==> src/rtl/core/tcpq_pkg.sv <==
package tcpq_pkg;

   localparam int TagW = 16;
   localparam int AgeW = 4;
   localparam logic [AgeW-1:0] AGE_LIMIT   = 4'd15;
   localparam logic [AgeW-1:0] MAX_AGE_RST = 4'd3;

   typedef enum logic [2:0] {
      RS_ACCEPTED = 3'd0,
      RS_BAD_CLASS = 3'd1,
      RS_FULL     = 3'd2,
      RS_SERVED   = 3'd3,
      RS_SKIPPED  = 3'd4
   } status_type;

   localparam logic       OP_ADD   = 1'b0;
   localparam logic       OP_CLOSE = 1'b1;
   localparam logic [1:0] CLS_URGENT = 2'd0;
   localparam logic [1:0] CLS_NORMAL = 2'd1;

   typedef struct packed {
      logic [AgeW-1:0] age;
      logic [TagW-1:0] tag;
   } entry_type;

   // per-cycle command broadcast along one chain
   typedef struct packed {
      logic shift;  // pop head, everything moves one cell toward the head
      logic grow;   // age every cell by one, saturating at AGE_LIMIT
      logic push;   // write new tag at the tail
   } chain_ctl_type;

   function automatic logic [AgeW-1:0] age_inc(input logic [AgeW-1:0] a);
      age_inc = (a == AGE_LIMIT) ? a : a + 1'b1;
   endfunction

endpackage

==> src/rtl/core/tcpq_req_if.sv <==
interface tcpq_req_if;
   logic        valid;
   logic        ready;
   logic [0:0]  opcode;
   logic [1:0]  item_class;
   logic [15:0] item_tag;

   modport source (output valid, output opcode, output item_class, output item_tag,
                   input ready);
   modport sink   (input valid, input opcode, input item_class, input item_tag,
                   output ready);
endinterface

==> src/rtl/core/tcpq_rsp_if.sv <==
interface tcpq_rsp_if;
   logic        valid;
   logic        ready;
   logic [2:0]  status;
   logic [15:0] served_tag;
   logic [0:0]  served_class;
   logic [0:0]  last;

   modport source (output valid, output status, output served_tag, output served_class,
                   output last, input ready);
   modport sink   (input valid, input status, input served_tag, input served_class,
                   input last, output ready);
endinterface

==> src/rtl/core/two_class_priority_queue_with_aging.sv <==
// Two-class priority queue with age expiry.
// req channel: one beat is a command. Add (opcode 0) queues item_tag in the
//   urgent (class 0) or normal (class 1) queue; close (opcode 1) ends an edition.
// rsp channel: add gives one beat (accepted, invalid class or queue full).
//   Close purges expired heads, then serves up to two tags, urgent first,
//   one beat each with last on the final one, or one "skipped" beat.
// csr_we/csr_wdata write max_age (reset 3); write only while idle.
// An add's result is loaded into the output register as the add is accepted.
//   A close runs its purge pop steps (both queues purge in parallel, up to
//   QUEUE_DEPTH steps), then its served beats. Pops are shifts of the cell
//   rows; aging of all cells happens in the cycle of the final served beat.
// One command at a time: req.ready is high only when the sequencer is idle
//   and the output register is free or being drained.
// A stalled rsp holds the output register and the sequencer waits.
// Reset (synchronous) empties both queues and restores max_age; queue
//   contents themselves are not cleared.
module two_class_priority_queue_with_aging #(
   parameter int QUEUE_DEPTH = 16
) (
   input  logic            clock,
   input  logic            reset,
   input  logic            csr_we,
   input  logic [3:0]      csr_wdata,
   tcpq_req_if.sink        req,
   tcpq_rsp_if.source      rsp
);

   localparam int CW = $clog2(QUEUE_DEPTH+1);

   typedef enum logic [2:0] {
      ST_IDLE  = 3'b001,
      ST_PURGE = 3'b010,
      ST_SERVE = 3'b100
   } state_type;

   state_type state_ff, state_in;
   logic      served_ff, served_in;    // first beat of this close already out
   logic [3:0] max_age_ff;

   // output register
   logic       rsp_valid_ff, rsp_valid_in;
   tcpq_pkg::status_type rsp_status_ff;
   logic [15:0] rsp_tag_ff;
   logic        rsp_class_ff, rsp_last_ff;

   logic       rsp_load;
   tcpq_pkg::status_type load_status;
   logic [15:0] load_tag;
   logic        load_class, load_last;

   tcpq_pkg::chain_ctl_type u_ctl, n_ctl;
   tcpq_pkg::entry_type     u_head, n_head;
   logic [CW-1:0]           u_cnt, n_cnt;

   logic out_free, accept, u_full, n_full, u_any, n_any, u_exp, n_exp, one_left;

   assign out_free = !rsp_valid_ff || rsp.ready;
   assign req.ready = (state_ff == ST_IDLE) && out_free;
   assign accept   = req.valid && req.ready;

   assign u_any  = (u_cnt != '0);
   assign n_any  = (n_cnt != '0);
   assign u_full = (u_cnt == CW'(QUEUE_DEPTH));
   assign n_full = (n_cnt == CW'(QUEUE_DEPTH));
   assign u_exp  = u_any && (u_head.age > max_age_ff);
   assign n_exp  = n_any && (n_head.age > max_age_ff);
   assign one_left = (u_cnt == CW'(1) && !n_any) || (n_cnt == CW'(1) && !u_any);

   // sequencer
   always_comb begin
      state_in    = state_ff;
      served_in   = served_ff;
      u_ctl       = '0;
      n_ctl       = '0;
      rsp_load    = 1'b0;
      load_status = tcpq_pkg::RS_ACCEPTED;
      load_tag    = '0;
      load_class  = 1'b0;
      load_last   = 1'b1;
      unique case (state_ff)
         ST_IDLE: begin
            if (accept) begin
               if (req.opcode == tcpq_pkg::OP_CLOSE) begin
                  state_in  = ST_PURGE;
                  served_in = 1'b0;
               end else begin
                  rsp_load = 1'b1;
                  case (req.item_class)
                     tcpq_pkg::CLS_URGENT: begin
                        if (u_full) load_status = tcpq_pkg::RS_FULL;
                        else        u_ctl.push  = 1'b1;
                     end
                     tcpq_pkg::CLS_NORMAL: begin
                        if (n_full) load_status = tcpq_pkg::RS_FULL;
                        else        n_ctl.push  = 1'b1;
                     end
                     default: load_status = tcpq_pkg::RS_BAD_CLASS;
                  endcase
               end
            end
         end
         ST_PURGE: begin
            // both heads drop in parallel until neither is expired
            u_ctl.shift = u_exp;
            n_ctl.shift = n_exp;
            if (!u_exp && !n_exp) state_in = ST_SERVE;
         end
         ST_SERVE: begin
            if (out_free) begin
               rsp_load = 1'b1;
               if (!u_any && !n_any) begin
                  load_status = tcpq_pkg::RS_SKIPPED;
                  state_in    = ST_IDLE;
               end else begin
                  load_status = tcpq_pkg::RS_SERVED;
                  load_last   = served_ff || one_left;
                  if (u_any) begin
                     u_ctl.shift = 1'b1;
                     load_tag    = u_head.tag;
                  end else begin
                     n_ctl.shift = 1'b1;
                     load_tag    = n_head.tag;
                     load_class  = 1'b1;
                  end
                  // remaining entries age as the final beat goes out
                  u_ctl.grow = load_last;
                  n_ctl.grow = load_last;
                  served_in  = 1'b1;
                  if (load_last) state_in = ST_IDLE;
               end
            end
         end
         default: state_in = ST_IDLE;
      endcase
   end

   tcpq_chain #(.DEPTH(QUEUE_DEPTH)) u_urgent (
      .clock    (clock),
      .reset    (reset),
      .ctl      (u_ctl),
      .push_tag (req.item_tag),
      .head     (u_head),
      .count    (u_cnt)
   );

   tcpq_chain #(.DEPTH(QUEUE_DEPTH)) u_normal (
      .clock    (clock),
      .reset    (reset),
      .ctl      (n_ctl),
      .push_tag (req.item_tag),
      .head     (n_head),
      .count    (n_cnt)
   );

   assign rsp_valid_in = rsp_load || (rsp_valid_ff && !rsp.ready);

   always_ff @(posedge clock) begin
      if (reset) begin
         state_ff     <= ST_IDLE;
         served_ff    <= 1'b0;
         max_age_ff   <= tcpq_pkg::MAX_AGE_RST;
         rsp_valid_ff <= 1'b0;
      end else begin
         state_ff     <= state_in;
         served_ff    <= served_in;
         rsp_valid_ff <= rsp_valid_in;
         if (csr_we) max_age_ff <= csr_wdata;
      end
   end

   always_ff @(posedge clock) begin
      if (rsp_load) begin
         rsp_status_ff <= load_status;
         rsp_tag_ff    <= load_tag;
         rsp_class_ff  <= load_class;
         rsp_last_ff   <= load_last;
      end
   end

   assign rsp.valid        = rsp_valid_ff;
   assign rsp.status       = rsp_status_ff;
   assign rsp.served_tag   = rsp_tag_ff;
   assign rsp.served_class = rsp_class_ff;
   assign rsp.last         = rsp_last_ff;

   // purge never emits a beat
   a_purge_silent: assert property (@(posedge clock) disable iff (reset)
      (state_ff == ST_PURGE) |-> !rsp_load)
      else $error("beat emitted during purge");

   // a final beat from serve returns the sequencer to idle
   a_last_ends: assert property (@(posedge clock) disable iff (reset)
      (state_ff == ST_SERVE && rsp_load && load_last) |=> (state_ff == ST_IDLE))
      else $error("close did not finish after last beat");

   // skip only when nothing was served in this close
   a_skip_first: assert property (@(posedge clock) disable iff (reset)
      (rsp_load && load_status == tcpq_pkg::RS_SKIPPED) |-> !served_ff)
      else $error("skip after a served beat");

   // queue fill never exceeds the depth
   a_fill_bound: assert property (@(posedge clock) disable iff (reset)
      (u_cnt <= CW'(QUEUE_DEPTH)) && (n_cnt <= CW'(QUEUE_DEPTH)))
      else $error("queue count overflow");

endmodule

==> src/rtl/core/tcpq_cell.sv <==
// One queue slot. Loads a new tag, takes its neighbor's entry on a pop,
// and ages in place or while moving.
module tcpq_cell (
   input  logic                   clock,
   input  tcpq_pkg::chain_ctl_type ctl,
   input  logic                   load,
   input  logic [15:0]            load_tag,
   input  tcpq_pkg::entry_type    nbr_entry,
   output tcpq_pkg::entry_type    entry
);

   tcpq_pkg::entry_type entry_ff, entry_in;

   always_comb begin
      entry_in = entry_ff;
      if (load) begin
         entry_in.tag = load_tag;
         entry_in.age = '0;
      end else if (ctl.shift) begin
         entry_in = nbr_entry;
         if (ctl.grow) entry_in.age = tcpq_pkg::age_inc(nbr_entry.age);
      end else if (ctl.grow) begin
         entry_in.age = tcpq_pkg::age_inc(entry_ff.age);
      end
   end

   always_ff @(posedge clock) begin
      entry_ff <= entry_in;
   end

   assign entry = entry_ff;

endmodule

==> src/rtl/core/tcpq_chain.sv <==
// One FIFO as a row of cells; cell 0 is always the head.
module tcpq_chain #(
   parameter int DEPTH = 16
) (
   input  logic                    clock,
   input  logic                    reset,
   input  tcpq_pkg::chain_ctl_type ctl,
   input  logic [15:0]             push_tag,
   output tcpq_pkg::entry_type     head,
   output logic [$clog2(DEPTH+1)-1:0] count
);

   localparam int CW = $clog2(DEPTH+1);

   tcpq_pkg::entry_type cell_q [DEPTH];
   logic [CW-1:0] count_ff, count_in;

   for (genvar i = 0; i < DEPTH; i++) begin : g_cell
      localparam logic [CW-1:0] IDX = CW'(i);
      tcpq_pkg::entry_type nbr;
      if (i == DEPTH - 1) begin : g_tail
         assign nbr = '0;
      end else begin : g_mid
         assign nbr = cell_q[i+1];
      end
      tcpq_cell u_cell (
         .clock     (clock),
         .ctl       (ctl),
         .load      (ctl.push && (count_ff == IDX)),
         .load_tag  (push_tag),
         .nbr_entry (nbr),
         .entry     (cell_q[i])
      );
   end

   always_comb begin
      count_in = count_ff;
      if (ctl.push)       count_in = count_ff + 1'b1;
      else if (ctl.shift) count_in = count_ff - 1'b1;
   end

   always_ff @(posedge clock) begin
      if (reset) count_ff <= '0;
      else       count_ff <= count_in;
   end

   assign head  = cell_q[0];
   assign count = count_ff;

endmodule

==> src/flat_wrapper.sv <==
// flat-port wrapper written by rule: the top's interface ports become plain ports
module two_class_priority_queue_with_aging_flat 
#(
   parameter int QUEUE_DEPTH = 16
)
  (clock, reset, csr_we, csr_wdata, req_valid, req_opcode, req_item_class, req_item_tag, req_ready, rsp_valid, rsp_status, rsp_served_tag, rsp_served_class, rsp_last, rsp_ready);
  tcpq_req_if req_i ();
  tcpq_rsp_if rsp_i ();
  input  logic clock;
  input  logic reset;
  input  logic csr_we;
  input  logic [3:0] csr_wdata;
  input wire logic [$bits(req_i.valid)-1:0] req_valid;
  input wire logic [$bits(req_i.opcode)-1:0] req_opcode;
  input wire logic [$bits(req_i.item_class)-1:0] req_item_class;
  input wire logic [$bits(req_i.item_tag)-1:0] req_item_tag;
  output wire logic [$bits(req_i.ready)-1:0] req_ready;
  output wire logic [$bits(rsp_i.valid)-1:0] rsp_valid;
  output wire logic [$bits(rsp_i.status)-1:0] rsp_status;
  output wire logic [$bits(rsp_i.served_tag)-1:0] rsp_served_tag;
  output wire logic [$bits(rsp_i.served_class)-1:0] rsp_served_class;
  output wire logic [$bits(rsp_i.last)-1:0] rsp_last;
  input wire logic [$bits(rsp_i.ready)-1:0] rsp_ready;
  assign req_i.valid = req_valid;
  assign req_i.opcode = req_opcode;
  assign req_i.item_class = req_item_class;
  assign req_i.item_tag = req_item_tag;
  assign req_ready = req_i.ready;
  assign rsp_valid = rsp_i.valid;
  assign rsp_status = rsp_i.status;
  assign rsp_served_tag = rsp_i.served_tag;
  assign rsp_served_class = rsp_i.served_class;
  assign rsp_last = rsp_i.last;
  assign rsp_i.ready = rsp_ready;
  two_class_priority_queue_with_aging #(.QUEUE_DEPTH(QUEUE_DEPTH)) u_core (.clock(clock), .reset(reset), .csr_we(csr_we), .csr_wdata(csr_wdata), .req(req_i), .rsp(rsp_i));
endmodule
==> config.mk <==
export PLATFORM = sky130hd
export DESIGN_NAME = two_class_priority_queue_with_aging_flat
export DESIGN_NICKNAME = d
export VERILOG_FILES = /design/src/rtl/core/tcpq_pkg.sv /design/src/rtl/core/tcpq_req_if.sv /design/src/rtl/core/tcpq_rsp_if.sv /design/src/rtl/core/two_class_priority_queue_with_aging.sv /design/src/rtl/core/tcpq_cell.sv /design/src/rtl/core/tcpq_chain.sv /design/src/flat_wrapper.sv
export SDC_FILE = /design/constraint.sdc
export NUM_CORES = 1
export LEC_CHECK = 0
export CAP_MARGIN = 30
export CORE_MARGIN = 5
export CORE_UTILIZATION = 31
export CTS_CLUSTER_SIZE = 25
export DETAILED_ROUTE_END_ITERATION = 7
export DONT_BUFFER_PORTS = 1
export PLACE_DENSITY = 0.54
export SLEW_MARGIN = 5
export SYNTH_ARGS = -nofsm -noshare
export SYNTH_HDL_FRONTEND = slang
export SYNTH_SLANG_ARGS = --single-unit
export TNS_END_PERCENT = 10
==> constraint.sdc <==
create_clock -name clock -period 5.6 [get_ports clock]
set_input_delay 1.12 -clock clock [delete_from_list [all_inputs] [get_ports clock]]
set_output_delay 1.12 -clock clock [all_outputs]
set_load 0.02 [all_outputs]
# After elaboration in Yosys (flattened, before gate mapping)
# Cells that the tools add are included.
[totals]
reg_bits = 680
latchBits = 0
mem_bits_rw = 0
romBits = 0
inputBits = 28
output_inout_bits = 23
elab_cells = 499
mem_count = 0
[classes]
n_addsub = 36
n_mul = 0
n_div = 0
order_cmp = 2
n_eq_ne = 76
shifts = 0
muxes = 211
n_bitwise = 2
reduce_logical = 98
[op_table]
columns = ["cell", "n"]
rows = [
  ["2-to-1 mux 16 bit", 65],
  ["2-to-1 mux 4 bit", 96],
  ["adder 4 x 1 -> 4 bit, second input constant", 32],
  ["== test 4 bit, second input constant", 32],
  ["== test 5 x 4 -> 1 bit, second input constant", 16],
  ["nonzero test 2 bit", 37],
  ["logical AND 1 bit", 41],
  ["== test 5 x 3 -> 1 bit, second input constant", 8],
  ["2-to-1 mux 3 bit", 10],
  ["2-to-1 mux 1 bit", 23],
  ["== test 5 x 2 -> 1 bit, second input constant", 4],
  ["2-to-1 mux 5 bit", 4],
  ["2-to-1 mux 2 bit", 6],
  ["case mux 3 bit (2 select lines)", 2],
  ["adder 5 x 1 -> 5 bit, second input constant", 2],
  ["== test 5 x 1 -> 1 bit, second input constant", 2],
  ["== test 5 bit, second input constant", 2],
  ["zero test 5 bit", 2],
  ["inequality test 2 x 1 -> 1 bit, second input constant", 5],
  ["AND reduction 5 bit", 2],
  ["nonzero test 5 bit", 2],
  ["subtractor 5 x 1 -> 5 bit, second input constant", 2],
  ["case mux 3 bit (3 select lines)", 1],
  ["> comparator 4 bit", 2],
  ["13 further kinds", 27],
]

# Logic depth before layout (Yosys ltp)
# Gate-level depths: netlist of the first run.
[depth]
ltp_word = 10
depth_mapped = 13
ltp_nobuf = 9

# By module
# Synthesis of the first run repeated with hierarchy kept, for this count alone.
[hier_totals]
cells_unflattened = 2609
hier_area_um2 = 34822.1
[modules_own_cells]
columns = ["mod", "instances", "cells_per_inst", "area_each_um2", "seq_area_each_um2"]
rows = [
  ["tcpq_cell", 32, 72, 1007.2, 560.5],
  ["two_class_priority_queue_with_aging", 1, 177, 1650.3, 810.8],
  ["tcpq_chain", 2, 64, 470.5, 100.1],
]

# Worst setup path after synthesis of the first run
# OpenSTA, ideal clock, no wires.
[synth_timing]
path_kind = "input port to flip-flop"
start = "input port req_item_class[0]"
end = "register u_core.u_urgent.g_cell[5].u_cell.entry_ff (netlist bit u_core.u_urgent.g_cell[5].u_cell.entry[0]) (enable)"
setup_ns = 0.419
arrival_ns = 3.652
required_ns = 5.181
path_slack_ns = 1.530
path_stages = 5
path_buffers = 1
path_cell_list = "or2_2 clkbuf_1 nor4_4 nand2_1 o21ai_0"
[synth_via]
elab_chain_cells = 7
[synth_lines]
columns = ["item", "line_no", "source"]
rows = [
  ["start, declared", "flat_wrapper.sv:15", "input wire logic [$bits(req_i.item_class)-1:0] req_item_class;"],
  ["zero test 2 bit", "two_class_priority_queue_with_aging.sv:88", "case (req.item_class)"],
  ["2-to-1 mux 1 bit", "two_class_priority_queue_with_aging.sv:88", ""],
  ["2-to-1 mux 1 bit", "two_class_priority_queue_with_aging.sv:83", "if (req.opcode == tcpq_pkg::OP_CLOSE) begin"],
  ["2-to-1 mux 1 bit", "two_class_priority_queue_with_aging.sv:82", "if (accept) begin"],
  ["2-to-1 mux 1 bit", "two_class_priority_queue_with_aging.sv:80", "unique case (state_ff)"],
  ["logical AND 1 bit", "tcpq_chain.sv:29", ".load (ctl.push && (count_ff == IDX)),"],
  ["nonzero test 2 bit (no line)", "-", ""],
  ["end signal, assigned", "tcpq_cell.sv:28", "entry_ff <= entry_in;"],
  ["end, declared", "tcpq_cell.sv:12", "tcpq_pkg::entry_type entry_ff, entry_in;"],
]
# Every way passes these cells.
# A chain may end at the register's enable or synchronous reset.

# Final worst setup path of the first run
[layout_timing]
start = "register u_core.u_normal.count_ff[0], in the netlist u_core.u_normal.count[0]"
end = "register u_core.u_normal.g_cell[2].u_cell.entry_ff (netlist bit u_core.u_normal.g_cell[2].u_cell.entry[17])"
[layout_via]
elab_chain_cells = 10
word_cells_on_any_way = 24
[layout_lines]
columns = ["item", "line_no", "source"]
rows = [
  ["start, declared", "tcpq_chain.sv:16", "logic [CW-1:0] count_ff, count_in;"],
  ["start signal, assigned", "tcpq_chain.sv:44", "else count_ff <= count_in;"],
  ["nonzero test 5 bit", "two_class_priority_queue_with_aging.sv:62", "assign n_any = (n_cnt != '0);"],
  ["zero test 1 bit", "two_class_priority_queue_with_aging.sv:67, two_class_priority_queue_with_aging.sv:111", ""],
  ["logical AND 1 bit", "two_class_priority_queue_with_aging.sv:67", "assign one_left = (u_cnt == CW'(1) && !n_any) || (n_cnt == CW'(1) && !u_any);"],
  ["logical OR 1 bit", "two_class_priority_queue_with_aging.sv:67", ""],
  ["logical OR 1 bit", "two_class_priority_queue_with_aging.sv:116", "load_last = served_ff || one_left;"],
  ["2-to-1 mux 2 bit", "two_class_priority_queue_with_aging.sv:111", "if (!u_any && !n_any) begin"],
  ["2-to-1 mux 2 bit", "two_class_priority_queue_with_aging.sv:109", "if (out_free) begin"],
  ["2-to-1 mux 1 bit", "two_class_priority_queue_with_aging.sv:80", ""],
  ["2-to-1 mux 4 bit", "-", ""],
  ["2-to-1 mux 4 bit", "tcpq_cell.sv:19", "end else if (ctl.shift) begin"],
  ["end signal, assigned", "tcpq_cell.sv:28", ""],
  ["end, declared", "tcpq_cell.sv:12", ""],
]
# Parallel ways exist; a longest one is shown, timed or not.

==> summary.txt, run 1 <==
Drt
  – Avg WL per Cell: 19.3 µm
  – Routed Antenna Nets: 0
  – # DRC: 0
  – Initial drt markers: 1422
  – DRT Pass-1 Iters: 5
  – Vias per Instance: 5.10
  – DR vias: 19500
  – Final WL: 73600 µm

Timing
  – RSZ-0062 raised after global routing: false
  – Min Tclk post-route: 3.90 ns
  – Max Freq: 0.256 GHz
  – Slew HR: 37.4%
  – Setup tns final: 0 ns
  – Final hold violation count: 0
  – Final clock period utilization by the worst path: 69.7%
  – Max-slew violation count: 0
  – Final setup fails: 0
  – Final Worst Setup Slack: 1.70 ns
  – Worst Skew: 0.0190 ns
  – Hold WS: 0.499 ns
  – Worst-Margin Slew: 0.939 ns

Global route
  – Met1 usage: 17.2%
  – Largest net degree at the start of global routing: 66
  – Total GRT Usage: 13.3%
  – Busiest grt layer: met2
  – Vias in the first global route: 19900
  – Global-route wire length before repair: 115000 µm
  – GR Util met3: 1.93%
  – GRT overflow: 0
  – Met2 Use GR: 22.6%
  – Initial antenna violation count: 0

Die
  – Core Box Area: 101000 µm²
  – Starting Density: 31.1%
  – Num rows: 117
  – Die height: 329 µm
  – # IOs: 51
  – Die area: 108000 µm²
  – Die X: 329 µm

Yosys
  – Fraction of registers with async set/reset: 0%
  – Warnings from Yosys: 0
  – Synth Register Bits: 680
  – Mapped Cells: 2436
  – Syn_area_per_cell: 12.9 µm²
  – Synth Cell Area: 31500 µm²
  – Post-synthesis sequential area ratio: 60.2%
  – Post-synthesis net count: 2516
  – Number of synthesized flops with an enable pin: 533
  – Yosys cell types: 73
  – Top_reg_cell synth: edfxtp_1

Critical path
  – Worst Path Arrival: 4.38 ns
  – Crit path kind: register to register
  – CP required: 6.08 ns
  – Crit path max fanout: 65
  – CP Capture Type: register
  – CP startpoint kind: register

Placed design
  – Worst slack, placed: 1.47 ns
  – Gpl congestion: 0.822
  – PortBufs: 0
  – DP HPWL: 47500 µm

Clock tree
  – Root Driver: clkbuf_16
  – Clock Sinks: 680
  – CTS tree: built
  – Cts repair resizes: 0
  – Hold buffer count at cts: 0
  – # H-tree levels: 3
  – CTS buffer count: 76
  – Clk Latency, worst-skew pair: 0.62 ns
  – CTS clk-pin slew, worst paths: 0.06 ns
  – Post-CTS Setup Inserts: 0
  – Clock Path Buffers: 3

Run
  – Max_cap viols: 0

Final layout
  – Share of cells above drive strength 1: 25.2%
  – Layout area overhead: 12.9%
  – Nets@finish: 2474
  – ANT cells: 0

Pwr
  – VDD IR-drop max: 188 µV
  – Power Total: 11.3 mW
  – Leak pwr: 11.7 nW
  – Power per cell area: 317 nW/µm²

Status
  – Status: finished clean

Worst hold path
  – Hold Crit Class: register to register
registers in the layout, indices dropped and copies added, names as in the netlist, 3 cells and up:
register,flops
u_core.rsp.status,3
u_core.state_ff,3
u_core.u_normal.g_cell.u_cell.entry,320
u_core.u_normal.count,5
u_core.rsp.served_tag,16
u_core.u_urgent.count,5
u_core.max_age_ff,4
u_core.u_urgent.g_cell.u_cell.entry,320
path summary, 6_finish.rpt:
check | from | to | slack (ns) | depth (start not counted)
setup / recovery | u_core.u_normal.count[0] | u_core.u_normal.g_cell[2].u_cell.entry[17] | 1.70 | 9
hold / removal | u_core.u_normal.g_cell[3].u_cell.entry[15] | u_core.u_normal.g_cell[2].u_cell.entry[15] | 0.50 | 2
hold reg to reg | u_core.u_normal.g_cell[3].u_cell.entry[15] | u_core.u_normal.g_cell[2].u_cell.entry[15] | 0.50 | 2
setup reg to reg | u_core.u_normal.count[0] | u_core.u_normal.g_cell[2].u_cell.entry[17] | 1.70 | 9
cell usage after synthesis, drive strengths merged, types with 4 or more instances:
master	instances	area share, %
or3	9	0.18
inv	48	0.57
and2	45	0.89
nand4b	7	0.19
o31ai	15	0.36
o22ai	67	1.3
o41ai	46	1.4
nand4	14	0.28
nand2b	17	0.34
buf	41	0.71
a31oi	18	0.36
or2	4	0.079
a22o	12	0.33
nor4b	7	0.19
a311oi	7	0.44
o211ai	7	0.17
nor2	56	0.68
a211oi	23	0.55
nor4	8	0.43
nand3	91	1.5
a21boi	9	0.21
xnor2	8	0.22
ha	52	2.1
mux2i	40	1.3
dfxtp	147	9.3
nand2	333	4.0
nor2b	14	0.28
clkbuf	126	1.5
o21ai	32	0.51
a21oi	47	0.75
o31a	32	0.89
nor3b	9	0.21
mux2	407	15
o21a	16	0.38
and3	10	0.20
nor3	46	0.83
edfxtp	533	51
o2bb2ai	4	0.11
layout make-up:
cell class / instances / area, µm²
clock buffer: 95 / 2030
clock inverter: 44 / 515
fill: 9706 / 65800
inverter: 48 / 180
multi-input combinational: 1541 / 11700
sequential: 680 / 18900
tap: 1368 / 1710
timing repair buffer: 47 / 412
per-stage QoR:
step           cells  util [%]  instance area, µm²
2_1_floorplan   2436         -               31500
4_1_cts         3818      35.0               35400
3_5_place_dp    3679      32.5               32900
6_report        3823      35.1               35500
5_1_grt         3823      35.1               35500
3_3_place_gp    3676      32.4               32900
routing by layer:
layer,routed length [µm],vias up
li1,-,9172
met3,3320,139
met1,32400,9691
met4,2570,0
met2,35300,512
met5,0,-
cells in the final DEF (no fill, tap or decap), types with 17 or more instances in the layout:
cell	n
a211oi_1	23
a21oi_1	46
a31oi_1	18
and2_1	45
buf_4	40
clkbuf_16	77
dfxtp_1	147
edfxtp_1	533
ha_1	52
inv_1	48
mux2_2	406
mux2i_1	40
nand2_1	331
nand2b_1	17
nand3_1	86
nor2_1	53
nor3_1	40
o21ai_0	26
o22ai_1	67
o31a_1	32
o41ai_1	40
critical path, cell delays in order, from the launching register on:
cell and delay, ns:
dfxtp_1 0.35, inv_1 0.15, ha_1 0.37, or4b_2 0.74, o21ai_0 0.27, and3_4 0.79
buf_4 0.46, nor2_1 0.12, mux2i_1 0.35, o22ai_1 0.14
power by group:
part / leakage [nW] / internal [mW] / switching, mW
Clock: 1.24 / 3.06 / 2.03
Combinational: 4.58 / 0.203 / 0.360
Sequential: 5.86 / 5.50 / 0.114
Total: 11.7 / 8.76 / 2.51
kinds of logic after synthesis:
family	count (synthesis)	share of synthesized area, %
multiplexers	447	15.8
XOR/XNOR	10	0.278
AO/OA/AOI/OAI	355	8.39
adder cells (fa/ha/maj)	52	2.07
buffers and inverters	215	2.78
flip-flops	680	60.2
AND/OR/NAND/NOR	677	10.5
(Power assumes the default switching activity.)
==> inputs of run 2 (changes only) <==
--- a/config.mk
+++ b/config.mk
@@ -5,13 +5,14 @@
 export SDC_FILE = /design/constraint.sdc
 export NUM_CORES = 1
 export LEC_CHECK = 0
+export ABC_AREA = 1
 export CAP_MARGIN = 30
 export CORE_MARGIN = 5
 export CORE_UTILIZATION = 31
 export CTS_CLUSTER_SIZE = 25
 export DETAILED_ROUTE_END_ITERATION = 7
 export DONT_BUFFER_PORTS = 1
-export PLACE_DENSITY = 0.54
+export PLACE_DENSITY = 0.55
 export SLEW_MARGIN = 5
 export SYNTH_ARGS = -nofsm -noshare
 export SYNTH_HDL_FRONTEND = slang
==> constraint.sdc (replaced) <==
create_clock -name clock -period 3.35 [get_ports clock]
set_input_delay 0.67 -clock clock [delete_from_list [all_inputs] [get_ports clock]]
set_output_delay 0.67 -clock clock [all_outputs]
set_load 0.02 [all_outputs]
==> summary.txt, run 2 <==
Status
  – Status: finished clean

Yosys
  – Synth Register Bits: 680
  – Synth Cell Area: 31200 µm²
  – Syn_area_per_cell: 9.23 µm²
  – Largest family of logic cells by synthesized area: simple AND/OR/NAND/NOR gates
  – Yosys cell types: 35
  – Ranking of synthesized cells by area: edfxtp_1 (51%), nand2_1 (14%), dfxtp_1 (9.4%), o21ai_0 (8.3%), inv_1 (2.3%)
  – Warnings from Yosys: 0
  – Number of synthesized flops with an enable pin: 533
  – Mapped Cells: 3386
  – Area leader, netlist: edfxtp_1
  – Multiplexer area fraction after synthesis: 0%
  – Leading cell type by number of instances after synthesis: nand2_1
  – Post-synthesis sequential area ratio: 60.7%
  – Synth top area share: 51.2%
  – Compound-Gate Fraction of Synth Area: 10.2%
  – Most common library cells after synthesis: nand2_1 (1149), edfxtp_1 (533), o21ai_0 (519), inv_1 (195), nor2_1 (171)
  – Fraction of registers with async set/reset: 0%
  – Post-Synth Adder-Cell Area: 2.08%
  – Top_reg_cell synth: edfxtp_1
  – Synth Area in XOR/XNOR: 1.82%
  – Post-Synth Simple-Gate Area: 20.1%
  – Post-synthesis net count: 3466

Global route
  – GRT overflow: 0
  – Global-route wire length before repair: 103000 µm
  – Vias in the first global route: 19500
  – Initial antenna violation count: 0
  – Total GRT Usage: 11.8%
  – Largest net degree at the start of global routing: 86

Clock tree
  – # H-tree levels: 3
  – CTS clk-pin slew, worst paths: 0.06 ns
  – CTS buffer count: 78
  – CTS tree: built
  – Root Driver: clkbuf_16
  – Clock Sinks: 680
  – Cts repair resizes: 0
  – Clk Latency, worst-skew pair: 0.62 ns
  – Clock Path Buffers: 3
  – Post-CTS Setup Inserts: 0
  – Hold buffer count at cts: 0

Final layout
  – Most common cell after layout, fill and taps aside: nand2_1
  – Final core occ: 35.4%
  – Most frequent cells in the layout: nand2_1 (1149), edfxtp_1 (533), o21ai_0 (519)
  – Layout area overhead: 13.4%
  – Nets@finish: 3439
  – Share of cells above drive strength 1: 7.66%

Critical path
  – Cell family with most CP delay: simple AND/OR/NAND/NOR gates
  – CP startpoint kind: register
  – Buf+Inv Stages, Crit Path: 4
  – R2r setup slk: 0.36 ns
  – Reg2Reg Depth: 12
  – Crit path kind: register to register
  – Crit-path slowest cell: nand2_1
  – Crit path max fanout: 17
  – CP required: 3.85 ns
  – CP max stage delay: 0.57 ns
  – CP Capture Type: register
  – Worst Path Arrival: 3.49 ns
  – R2R Path End: u_core.u_urgent.g_cell[12].u_cell.entry[18]
  – CP Cell Sequence: inv_1, ha_1, inv_1, nor3_2, nor3_4, nand2_2, inv_2, nand2_1, nand2_1, inv_1, nand2_1, o21ai_0
  – RR Startpoint: u_core.u_urgent.count[0]

Timing
  – Worst-Margin Slew: 0.886 ns
  – Max Freq: 0.334 GHz
  – Final setup fails: 0
  – Final clock period utilization by the worst path: 89.3%
  – Final hold violation count: 0
  – Worst Skew: 0.0234 ns
  – RSZ-0062 raised after global routing: false
  – Setup tns final: 0 ns
  – Max-slew violation count: 0
  – Slew HR: 40.7%
  – Min Tclk post-route: 2.99 ns

Die
  – Die area: 107000 µm²
  – Die height: 327 µm
  – # IOs: 51
  – Core Box Area: 100000 µm²
  – Die X: 327 µm
  – Starting Density: 31.2%
  – Num rows: 116

Worst hold path
  – Hold path depth: 1
  – Hold Path Origin: reset
  – Hold EP: u_core.u_urgent.count[2]
  – Hold Crit Class: input pin to register

Pwr
  – Combinational power share: 11.1%
  – Leak pwr: 14.9 nW
  – Psw: 5.35 mW
  – Sequential Power Share: 47.4%
  – Clk pwr share: 41.4%
  – Pint: 15.9 mW
  – Sw frac: 25.1%
  – Power per cell area: 601 nW/µm²
  – VDD IR-drop max: 342 µV

Drt
  – Routed Antenna Nets: 0
  – DR vias: 21200
  – Final WL: 63900 µm
  – # DRC: 0
  – Avg WL per Cell: 13.5 µm
  – Vias per Instance: 4.48
  – Initial drt markers: 1415
  – DRT Pass-1 Iters: 5

Run
  – Max_cap viols: 0

Placed design
  – Gpl congestion: 0.863
  – PortBufs: 0
  – DP HPWL: 44000 µm
-- run 2: cell types whose count changed in the layout (fill, tap and decap cells not counted), moves of 32 or more --
cell,delta
nand2_1,+818
xor2_1,+55
buf_4,+41
o31a_1,-32
o21ai_0,+493
o22ai_1,-67
mux2i_1,-40
nor2_1,+117
o21ai_1,+44
and2_1,-45
mux2_2,-406
nand3_1,+57
o41ai_1,-40
inv_1,+147
-- run 2: cells by family after synthesis --
logic type | after synthesis
xor+xnor | 65
flops | 680
simple gates | 1556
buf+inv | 399
compound gates | 634
fa+ha+maj | 52
-- run 2: power by group through the flow --
stage	Combinational, mW	Clock [mW]	Sequential, mW
6_report	2.37	8.82	10.1
5_1_grt	2.78	9.39	10.2
4_1_cts	2.39	9.07	10.1
3_5_place_dp	2.38	0	10.3
3_3_place_gp	2.34	0	10.3
2_1_floorplan	1.87	0	10.2
-- run 2: through the flow --
stage / instances / hold slack, ns / power (mW) / instance area [µm²] / worst slack, ns
CTS: 4718 / 0.0739 / 21.6 / 35400 / 0.328
floorplan: 3386 / 0.453 / 12.0 / 31200 / 0.899
detailed placement: 4577 / 0.478 / 12.7 / 32700 / 0.334
global route: 4718 / 0.0853 / 22.4 / 35400 / 0.0577
global placement: 4577 / 0.471 / 12.6 / 32700 / 0.381
finish: 4720 / 0.119 / 21.3 / 35400 / 0.358
-- run 2: how the worst max path moves through the flow --
| stage | from | to | slack [ns] | depth (start not counted) |
|---|---|---|---|---|
| 2_1_floorplan | req_item_class[0] | u_core.u_urgent.g_cell[6].u_cell.entry[0] | 0.90 | 9 |
| 3_3_place_gp | rsp_ready | u_core.u_urgent.g_cell[12].u_cell.entry[18] | 0.38 | 9 |
| 3_5_place_dp | rsp_ready | u_core.u_urgent.g_cell[12].u_cell.entry[18] | 0.33 | 9 |
| 4_1_cts | u_core.u_urgent.count[0] | u_core.u_urgent.g_cell[12].u_cell.entry[18] | 0.33 | 12 |
| 5_1_grt | u_core.u_urgent.count[0] | u_core.u_urgent.g_cell[12].u_cell.entry[18] | 0.06 | 12 |
| 6_report | u_core.u_urgent.count[0] | u_core.u_urgent.g_cell[12].u_cell.entry[18] | 0.36 | 12 |
-- run 2: cell type report --
class,instances,area [µm²]
diodes,2,5.00
clock buffers,100,2140
clock inverters,41,536
fillers,9969,64600
inverters,207,777
multi-input cells,2307,10700
flip-flops and latches,680,18900
well taps,1298,1620
repair buffers,85,688
-- run 2: worst reg2reg max path, delay by kind of cell, from the launching register on --
| family | cells | cell delay, ns |
|---|---|---|
| and+or+nand+nor | 6 | 1.32 |
| buffers and inverters | 4 | 0.77 |
| DFF | 1 | 0.43 |
| adders and majority gates | 1 | 0.28 |
| AOI/OAI and AO/OA | 1 | 0.07 |
-- run 2: metal layers --
layer / vias up / global-route usage [%] / wire length (µm)
met5: - / 0 / 0
li1: 11300 / - / -
met2: 334 / 19.1 / 28600
met3: 105 / 2.33 / 2800
met4: 0 / 3.67 / 1720
met1: 9452 / 16.0 / 30800
